===== src/sv/mppa_pkg.sv =====
// Shared types, codes and constants of the multi-pool page allocator.
package mppa_pkg;

  localparam int PAGE_BYTES = 4096;
  localparam int PAGE_SHIFT = 12;
  localparam int ADDR_W     = 64;
  localparam int SLOT_CFG_W = 7;
  localparam int PAGES_W    = 9;
  localparam int CFG_POOLS  = 7;

  localparam logic [2:0] STACK_POOL = 3'd2;

  typedef enum logic [1:0] {
    ST_OK      = 2'd0,
    ST_FULL    = 2'd1,
    ST_NO_POOL = 2'd2,
    ST_OUTSIDE = 2'd3
  } status_t;

  typedef enum logic {
    MODE_ALLOC = 1'b0,
    MODE_FREE  = 1'b1
  } mode_t;

  typedef enum logic [2:0] {
    CFG_REGION_BASE        = 3'd0,
    CFG_KERNEL_TABLE_SLOTS = 3'd1,
    CFG_TASK_SLOTS         = 3'd2,
    CFG_STACK_SLOTS        = 3'd3,
    CFG_SPACE_RECORD_SLOTS = 3'd4,
    CFG_USER_TABLE_SLOTS   = 3'd5,
    CFG_AREA_SLOTS         = 3'd6,
    CFG_FILE_SLOTS         = 3'd7
  } cfg_index_t;

  typedef enum logic {
    S_IDLE = 1'b0,
    S_EXEC = 1'b1
  } state_t;

  typedef struct packed {
    logic [ADDR_W-1:0]     base;
    logic [SLOT_CFG_W-1:0] count;
  } pool_geom_t;

  typedef struct packed {
    mode_t                 mode;
    logic                  no_pool;
    logic                  stack;
    logic [ADDR_W-1:0]     base;
    logic [ADDR_W-1:0]     addr;
    logic [SLOT_CFG_W-1:0] count;
  } req_ctx_t;

  typedef struct packed {
    logic              wr_en;
    logic [ADDR_W-1:0] page_address;
    status_t           status;
  } slot_res_t;

endpackage


===== src/sv/mppa_ram.sv =====
// Generic single-write, single-read synchronous RAM with registered read data.
module mppa_ram #(
  parameter int WIDTH = 64,
  parameter int DEPTH = 7,
  localparam int AW = (DEPTH > 1) ? $clog2(DEPTH) : 1
) (
  input  logic             clk,
  input  logic             wr_en,
  input  logic [AW-1:0]    wr_addr,
  input  logic [WIDTH-1:0] wr_data,
  input  logic             rd_en,
  input  logic [AW-1:0]    rd_addr,
  output logic [WIDTH-1:0] rd_data
);

  logic [WIDTH-1:0] mem [DEPTH];

  always_ff @(posedge clk) begin
    if (wr_en) begin
      mem[wr_addr] <= wr_data;
    end
    if (rd_en) begin
      rd_data <= mem[rd_addr];
    end
  end

endmodule


===== src/sv/mppa_layout.sv =====
// Configuration registers and pool geometry (base address and slot count).
module mppa_layout #(
  parameter int MAX_SLOTS = 64
) (
  input  logic                       clk,
  input  logic                       rst,
  input  logic                       cfg_write,
  input  logic [2:0]                 cfg_index,
  input  logic [63:0]                cfg_data,
  input  logic [2:0]                 pool,
  output mppa_pkg::pool_geom_t       geom
);

  logic [63:0] region_base;
  logic [mppa_pkg::SLOT_CFG_W-1:0] slots [mppa_pkg::CFG_POOLS];
  logic [mppa_pkg::SLOT_CFG_W-1:0] sat   [mppa_pkg::CFG_POOLS];
  logic [mppa_pkg::PAGES_W-1:0]    pages;

  always_ff @(posedge clk) begin
    if (rst) begin
      region_base <= '0;
      for (int i = 0; i < mppa_pkg::CFG_POOLS; i++) begin
        slots[i] <= 7'd64;
      end
    end else if (cfg_write) begin
      case (mppa_pkg::cfg_index_t'(cfg_index))
        mppa_pkg::CFG_REGION_BASE:        region_base <= cfg_data;
        mppa_pkg::CFG_KERNEL_TABLE_SLOTS: slots[0] <= cfg_data[6:0];
        mppa_pkg::CFG_TASK_SLOTS:         slots[1] <= cfg_data[6:0];
        mppa_pkg::CFG_STACK_SLOTS:        slots[2] <= cfg_data[6:0];
        mppa_pkg::CFG_SPACE_RECORD_SLOTS: slots[3] <= cfg_data[6:0];
        mppa_pkg::CFG_USER_TABLE_SLOTS:   slots[4] <= cfg_data[6:0];
        mppa_pkg::CFG_AREA_SLOTS:         slots[5] <= cfg_data[6:0];
        mppa_pkg::CFG_FILE_SLOTS:         slots[6] <= cfg_data[6:0];
        default: ;
      endcase
    end
  end

  // Clamp each pool to the bitmap width, then sum the pools below the request.
  always_comb begin
    for (int i = 0; i < mppa_pkg::CFG_POOLS; i++) begin
      sat[i] = (slots[i] > 7'(MAX_SLOTS)) ? 7'(MAX_SLOTS) : slots[i];
    end
  end

  always_comb begin
    pages = '0;
    for (int q = 0; q < mppa_pkg::CFG_POOLS; q++) begin
      if (3'(q) < pool) begin
        pages = pages + mppa_pkg::PAGES_W'(sat[q]);
      end
    end
  end

  always_comb begin
    geom.base  = region_base + (64'(pages) << mppa_pkg::PAGE_SHIFT);
    geom.count = (pool < 3'(mppa_pkg::CFG_POOLS)) ? sat[pool] : '0;
  end

endmodule


===== src/sv/mppa_slot_unit.sv =====
// Bitmap modify step: lowest free slot for allocate, slot clear for free.
module mppa_slot_unit #(
  parameter int MAX_SLOTS = 64
) (
  input  mppa_pkg::req_ctx_t     ctx,
  input  logic [MAX_SLOTS-1:0]   map_in,
  output logic [MAX_SLOTS-1:0]   map_out,
  output mppa_pkg::slot_res_t    res
);

  localparam int SW = (MAX_SLOTS > 1) ? $clog2(MAX_SLOTS) : 1;

  logic [MAX_SLOTS-1:0] avail;
  logic                 found;
  logic [SW-1:0]        idx;
  logic [6:0]           slot_pages;
  logic [63:0]          rel;
  logic                 outside;
  logic [SW-1:0]        free_idx;

  always_comb begin
    for (int i = 0; i < MAX_SLOTS; i++) begin
      avail[i] = !map_in[i] && (7'(i) < ctx.count);
    end
  end

  // Priority search from the top so the lowest free slot wins.
  always_comb begin
    found = 1'b0;
    idx   = '0;
    for (int i = MAX_SLOTS - 1; i >= 0; i--) begin
      if (avail[i]) begin
        found = 1'b1;
        idx   = SW'(i);
      end
    end
  end

  assign slot_pages = 7'(idx) + 7'(ctx.stack);
  assign rel        = ctx.addr - ctx.base;
  assign outside    = rel[63:mppa_pkg::PAGE_SHIFT] >= 52'(ctx.count);
  assign free_idx   = rel[mppa_pkg::PAGE_SHIFT +: SW];

  always_comb begin
    map_out          = map_in;
    res.wr_en        = 1'b0;
    res.page_address = '0;
    res.status       = mppa_pkg::ST_OK;
    if (ctx.no_pool) begin
      res.status = mppa_pkg::ST_NO_POOL;
    end else if (ctx.mode == mppa_pkg::MODE_ALLOC) begin
      if (!found) begin
        res.status = mppa_pkg::ST_FULL;
      end else begin
        res.wr_en        = 1'b1;
        map_out          = map_in | (MAX_SLOTS'(1) << idx);
        res.page_address = ctx.base + (64'(slot_pages) << mppa_pkg::PAGE_SHIFT);
      end
    end else begin
      if (outside) begin
        res.status = mppa_pkg::ST_OUTSIDE;
      end else begin
        res.wr_en = 1'b1;
        map_out   = map_in & ~(MAX_SLOTS'(1) << free_idx);
      end
    end
  end

endmodule


===== src/sv/multi_pool_page_allocator.sv =====
// Multi-pool bitmap page allocator, top level with control and output register.
// A request is captured with its bitmap read when accepted, then modified in the execute
// state and written to the output register; a result stalled at the output holds it there.
// The pool bitmap memory is read-modify-written per request (read on accept, modify
// and write back in the execute state), so no new request is taken until that is done.
// Reset: config returns to base 0 and 64 slots per pool; per-pool valid bits make
// every bitmap read as all free at once, so there is no clearing pass.
module multi_pool_page_allocator #(
  parameter int MAX_SLOTS  = 64,
  parameter int POOL_COUNT = 7
) (
  input  logic        clk,
  input  logic        rst,
  input  logic        cfg_write,
  input  logic [2:0]  cfg_index,
  input  logic [63:0] cfg_data,
  input  logic        in_valid,
  output logic        in_stall,
  input  logic        mode,
  input  logic [2:0]  pool,
  input  logic [63:0] free_address,
  output logic        out_valid,
  input  logic        out_stall,
  output logic [63:0] page_address,
  output logic [1:0]  status
);

  localparam int AW = (POOL_COUNT > 1) ? $clog2(POOL_COUNT) : 1;

  mppa_pkg::state_t     state, state_next;
  mppa_pkg::pool_geom_t geom;
  mppa_pkg::req_ctx_t   ctx;
  mppa_pkg::slot_res_t  res;

  logic                  in_accept;
  logic                  exec_done;
  logic                  no_pool;
  logic [AW-1:0]         rd_addr;
  logic [AW-1:0]         wr_addr;
  logic [POOL_COUNT-1:0] map_valid;
  logic                  entry_valid;
  logic [MAX_SLOTS-1:0]  rd_data;
  logic [MAX_SLOTS-1:0]  map_in;
  logic [MAX_SLOTS-1:0]  map_out;

  mppa_layout #(.MAX_SLOTS(MAX_SLOTS)) u_layout (
    .clk       (clk),
    .rst       (rst),
    .cfg_write (cfg_write),
    .cfg_index (cfg_index),
    .cfg_data  (cfg_data),
    .pool      (pool),
    .geom      (geom)
  );

  mppa_ram #(.WIDTH(MAX_SLOTS), .DEPTH(POOL_COUNT)) u_map_ram (
    .clk     (clk),
    .wr_en   (exec_done && res.wr_en),
    .wr_addr (wr_addr),
    .wr_data (map_out),
    .rd_en   (in_accept),
    .rd_addr (rd_addr),
    .rd_data (rd_data)
  );

  mppa_slot_unit #(.MAX_SLOTS(MAX_SLOTS)) u_slot (
    .ctx     (ctx),
    .map_in  (map_in),
    .map_out (map_out),
    .res     (res)
  );

  assign no_pool   = pool >= 3'(POOL_COUNT);
  assign rd_addr   = no_pool ? '0 : pool[AW-1:0];
  assign in_accept = in_valid && !in_stall;

  // Next state.
  always_comb begin
    state_next = state;
    case (state)
      mppa_pkg::S_IDLE: if (in_accept) state_next = mppa_pkg::S_EXEC;
      mppa_pkg::S_EXEC: if (exec_done) state_next = mppa_pkg::S_IDLE;
      default:          state_next = mppa_pkg::S_IDLE;
    endcase
  end

  // Control outputs.
  always_comb begin
    in_stall  = 1'b1;
    exec_done = 1'b0;
    case (state)
      mppa_pkg::S_IDLE: in_stall  = 1'b0;
      mppa_pkg::S_EXEC: exec_done = !out_valid || !out_stall;
      default: ;
    endcase
  end

  always_ff @(posedge clk) begin
    if (rst) begin
      state <= mppa_pkg::S_IDLE;
    end else begin
      state <= state_next;
    end
  end

  // Capture the request with its pool geometry; stack pool frees drop the end offset.
  always_ff @(posedge clk) begin
    if (in_accept) begin
      ctx.mode    <= mppa_pkg::mode_t'(mode);
      ctx.no_pool <= no_pool;
      ctx.stack   <= pool == mppa_pkg::STACK_POOL;
      ctx.base    <= geom.base;
      ctx.count   <= geom.count;
      ctx.addr    <= (pool == mppa_pkg::STACK_POOL) ?
                     free_address - 64'(mppa_pkg::PAGE_BYTES) : free_address;
      wr_addr     <= rd_addr;
      entry_valid <= map_valid[rd_addr];
    end
  end

  // An entry never written since reset reads as all slots free.
  assign map_in = entry_valid ? rd_data : '0;

  always_ff @(posedge clk) begin
    if (rst) begin
      map_valid <= '0;
    end else if (exec_done && res.wr_en) begin
      map_valid[wr_addr] <= 1'b1;
    end
  end

  always_ff @(posedge clk) begin
    if (rst) begin
      out_valid <= 1'b0;
    end else if (exec_done) begin
      out_valid <= 1'b1;
    end else if (!out_stall) begin
      out_valid <= 1'b0;
    end
  end

  always_ff @(posedge clk) begin
    if (exec_done) begin
      page_address <= res.page_address;
      status       <= res.status;
    end
  end

endmodule


===== config.mk =====
export PLATFORM = sky130hd
export DESIGN_NAME = multi_pool_page_allocator
export DESIGN_NICKNAME = d
export VERILOG_FILES = /design/src/sv/mppa_pkg.sv /design/src/sv/mppa_ram.sv /design/src/sv/mppa_layout.sv /design/src/sv/mppa_slot_unit.sv /design/src/sv/multi_pool_page_allocator.sv
export SDC_FILE = /design/constraint.sdc
export NUM_CORES = 2
export LEC_CHECK = 0
export ABC_AREA = 1
export BUFFER_PORTS_ARGS = -buffer_cell sky130_fd_sc_hd__buf_2
export CAP_MARGIN = 20
export CORE_MARGIN = 1
export CORE_UTILIZATION = 40
export DETAILED_ROUTE_END_ITERATION = 16
export GPL_TIMING_DRIVEN = 0
export SYNTH_ARGS = -nofsm -noshare
export SYNTH_HDL_FRONTEND = slang
export SYNTH_SLANG_ARGS = --single-unit

===== constraint.sdc =====
create_clock -name clk -period 20.1 [get_ports clk]
set_clock_uncertainty 0.1 [all_clocks]
set_input_delay 1.005 -clock clk [delete_from_list [all_inputs] [get_ports clk]]
set_output_delay 1.005 -clock clk [all_outputs]
set_load 0.05 [all_outputs]

==> flow_summary.yaml <==
yosys:
  avgSynthCellArea_um2: 9.24
  synth_compound_area_share_pct: 11.8
  ys_ff_latch: 842
  synth_area_leader_cell: "edfxtp_1"
  syn_inst: 4767
  syn-cell-area_um2: 44100
  synth_top_family_by_area: "simple AND/OR/NAND/NOR gates"
  synth_common_cells: "nand2_1 (866), edfxtp_1 (769), nor2_1 (718)"
  ys_warn_count: 0
  netlist.area_leader.share_pct: 52.4
  async_flop_share_pct: 0
  ys_seq_area_share_pct: 55.7
  synth_area_leaders: "edfxtp_1 (52%), nand2_1 (7.4%), nor2_1 (6.1%)"
  synth_enable_flop_cells: 769
  synth_simple_gate_area_share_pct: 19.3
  yosys.area_share.adder_pct: 4.06
  synth.most_common_cell: "nand2_1"
  synth.area.mux_share_pct: 0.0227
  synth_xor_area_share_pct: 2.90
  ys.flop_type: "edfxtp_1"
  yosysUniqueCellTypes: 74
  synth_nets: 5045
sta:
  worst_slew_pin_slew_ns: 1.10
  timing.slew.headroom_pct: 26.8
  max_freq_ghz: 0.0809
  rsz0062_at_grt: "false"
  fin_crit_ns: 12.36
  final_max_slew_viol_count: 0
  hold_viol: 0
  setup_tns_ns: 0
  fin_crit_sh_pct: 61.5
  finalSetupViolations: 0
  layout_setup_ws_ns: 7.74
  holdWs_ns: 0.327
power_and_ir_drop:
  switching_share_pct: 30.4
  power_frac_comb_pct: 19.1
  power.total_uw: 4530
  pwr-share-clk_pct: 35.9
  leakage_uw: 0.0196
  switching_power_uw: 1380
  p_int_uw: 3150
  seqPwrFrac_pct: 45.0
  p_per_area_nw_per_um2: 90.1
  peakVddDrop_mv: 0.0720
detailed_routing:
  drtIter0Drc: 3672
  drt-total-wl_um: 144000
  viasPerCell: 5.37
  dr.pass1.iters: 6
  vias: 35364
  antenna_left: 0
  drc_errors: 0
  post_drt_wl_per_cell_um: 21.9
clocking:
  cts_buffers: 91
  clkLatencyLatePin_ns: 0.70
  cts_tree: "yes"
  clock-sinks: 842
  cts_resized: 0
  ctsHoldBuffers: 0
  clk_pin_slew_ns: 0.06
  cts_max_level: 3
  post_cts_buffers: 0
  cts_root_buffer: "clkbuf_16"
  clock_path_buffers: 3
critical_path:
  critPathLaunch: "pool[1]"
  cpMostUsedCell: "o21ai_0"
  cp_data_required_time_ns: 20.45
  r2r_start: "u_layout.slots[0][0]"
  crit_arrival_ns: 12.70
  cp_slowest_cell: "nor2_1"
  cp_top_family: "simple AND/OR/NAND/NOR gates"
  critPathKind: "input port to register"
  critPathMaxStageDelay_ns: 0.58
  rrSetupSlack_ns: 8.31
  path_max_fanout: 9
  crit_buf_inv: 6
  worstSetupEndpointType: "register"
  crit_path_start_kind: "input port"
global_routing:
  grt_pass1_wl_um: 212000
  grtUsageTotal_pct: 25.5
  grt_pass1_vias: 33160
  grt_max_degree: 63
  gr-total-overflow: 0
  grt_antenna_before_repair: 8
floorplanning:
  io_pins: 208
  start_util_pct: 40.4
  dieArea_um2: 111000
  die_w_um: 334
  fp.coreArea_um2: 109000
  fp-row-count: 121
  dieHeight_um: 334
placement:
  gp_congestion: 0.998
  io_buffers: 205
  pre_cts_slack_ns: 7.09
  place_hpwl_um: 111000
layout:
  nets: 5366
  layout-drive-gt1-share_pct: 9.06
  area_growth_pct: 14.0
  post-route-util_pct: 46.1
hold_path:
  holdCritStartpoint: "u_layout.region_base[5]"
  min_path_type: "register to register"
run_status:
  status: "complete, no violations"
job:
  drv_cap: 0
-- stage by stage --
stage,cells,cell area [um^2]
2_1_floorplan,4767,44100
3_3_place_gp,6386,46900
3_5_place_dp,6403,47300
4_1_cts,6571,50200
5_1_grt,6580,50200
6_report,6581,50200
-- cells in the final DEF, fill, tap and decap left out, drive strengths merged, types with 12 or more instances in the layout --
cell type and count:
a211oi 22, a21oi 231, a31oi 17, buf 241, clkbuf 257, clkinv 50
dfxtp 73, edfxtp 769, ha 130, inv 552, nand2 885, nand3 216
nand4 50, nor2 731, nor3 81, nor4 37, o211ai 98, o21a 12
o21ai 378, o22ai 73, or2 12, xnor2 53, xor2 93
-- final timing paths --
kind / to / cells after the start
max: ctx[134] / 47
min: ctx[76] / 0
max reg2reg: ctx[134] / 46
min reg2reg: ctx[76] / 0
-- kinds of logic after synthesis --
family	count (synthesis)
and+or+nand+nor	2036
AOI/OAI and AO/OA	891
DFF	842
xor gates and xnor gates	146
buffers and inverters	713
adders and majority gates	138
muxes	1
-- final cells by class --
type / instances / area, um^2
Antenna cell: 4 / 10.0
Buffer: 159 / 618
Clock buffer: 111 / 2390
Clock inverter: 57 / 510
Fill cell: 10356 / 58800
Inverter: 554 / 2100
Multi-Input combinational cell: 3212 / 16800
Sequential cell: 842 / 24600
Tap cell: 1414 / 1770
Timing Repair Buffer: 228 / 1460
-- state kept, by name, indices dropped and copies added, names as in the netlist --
register,count
page_address,64
out_valid,1
u_map_ram.mem,448
wr_addr,3
status,2
map_valid,7
u_map_ram.rd_data,64
state,1
u_layout.slots,49
entry_valid,1
ctx,138
u_layout.region_base,64
-- metal layers --
metal	global-route usage [%]	share of wire, %	up-vias
li1	-	-	17040
met1	36.6	46	16872
met2	39.6	45	1252
met3	3.57	6.7	198
met4	8.21	2.9	2
met5	0	0.0083	-
-- power groups by stage --
| stage | Sequential [uW] | Clock (uW) | Combinational [uW] |
|---|---|---|---|
| 2_1_floorplan | 2090 | 0 | 539 |
| 3_3_place_gp | 2090 | 0 | 834 |
| 3_5_place_dp | 2070 | 0 | 847 |
| 4_1_cts | 2040 | 1650 | 852 |
| 5_1_grt | 2040 | 1720 | 948 |
| 6_report | 2040 | 1630 | 863 |
Note: power is estimated with default switching activity, not from simulation.
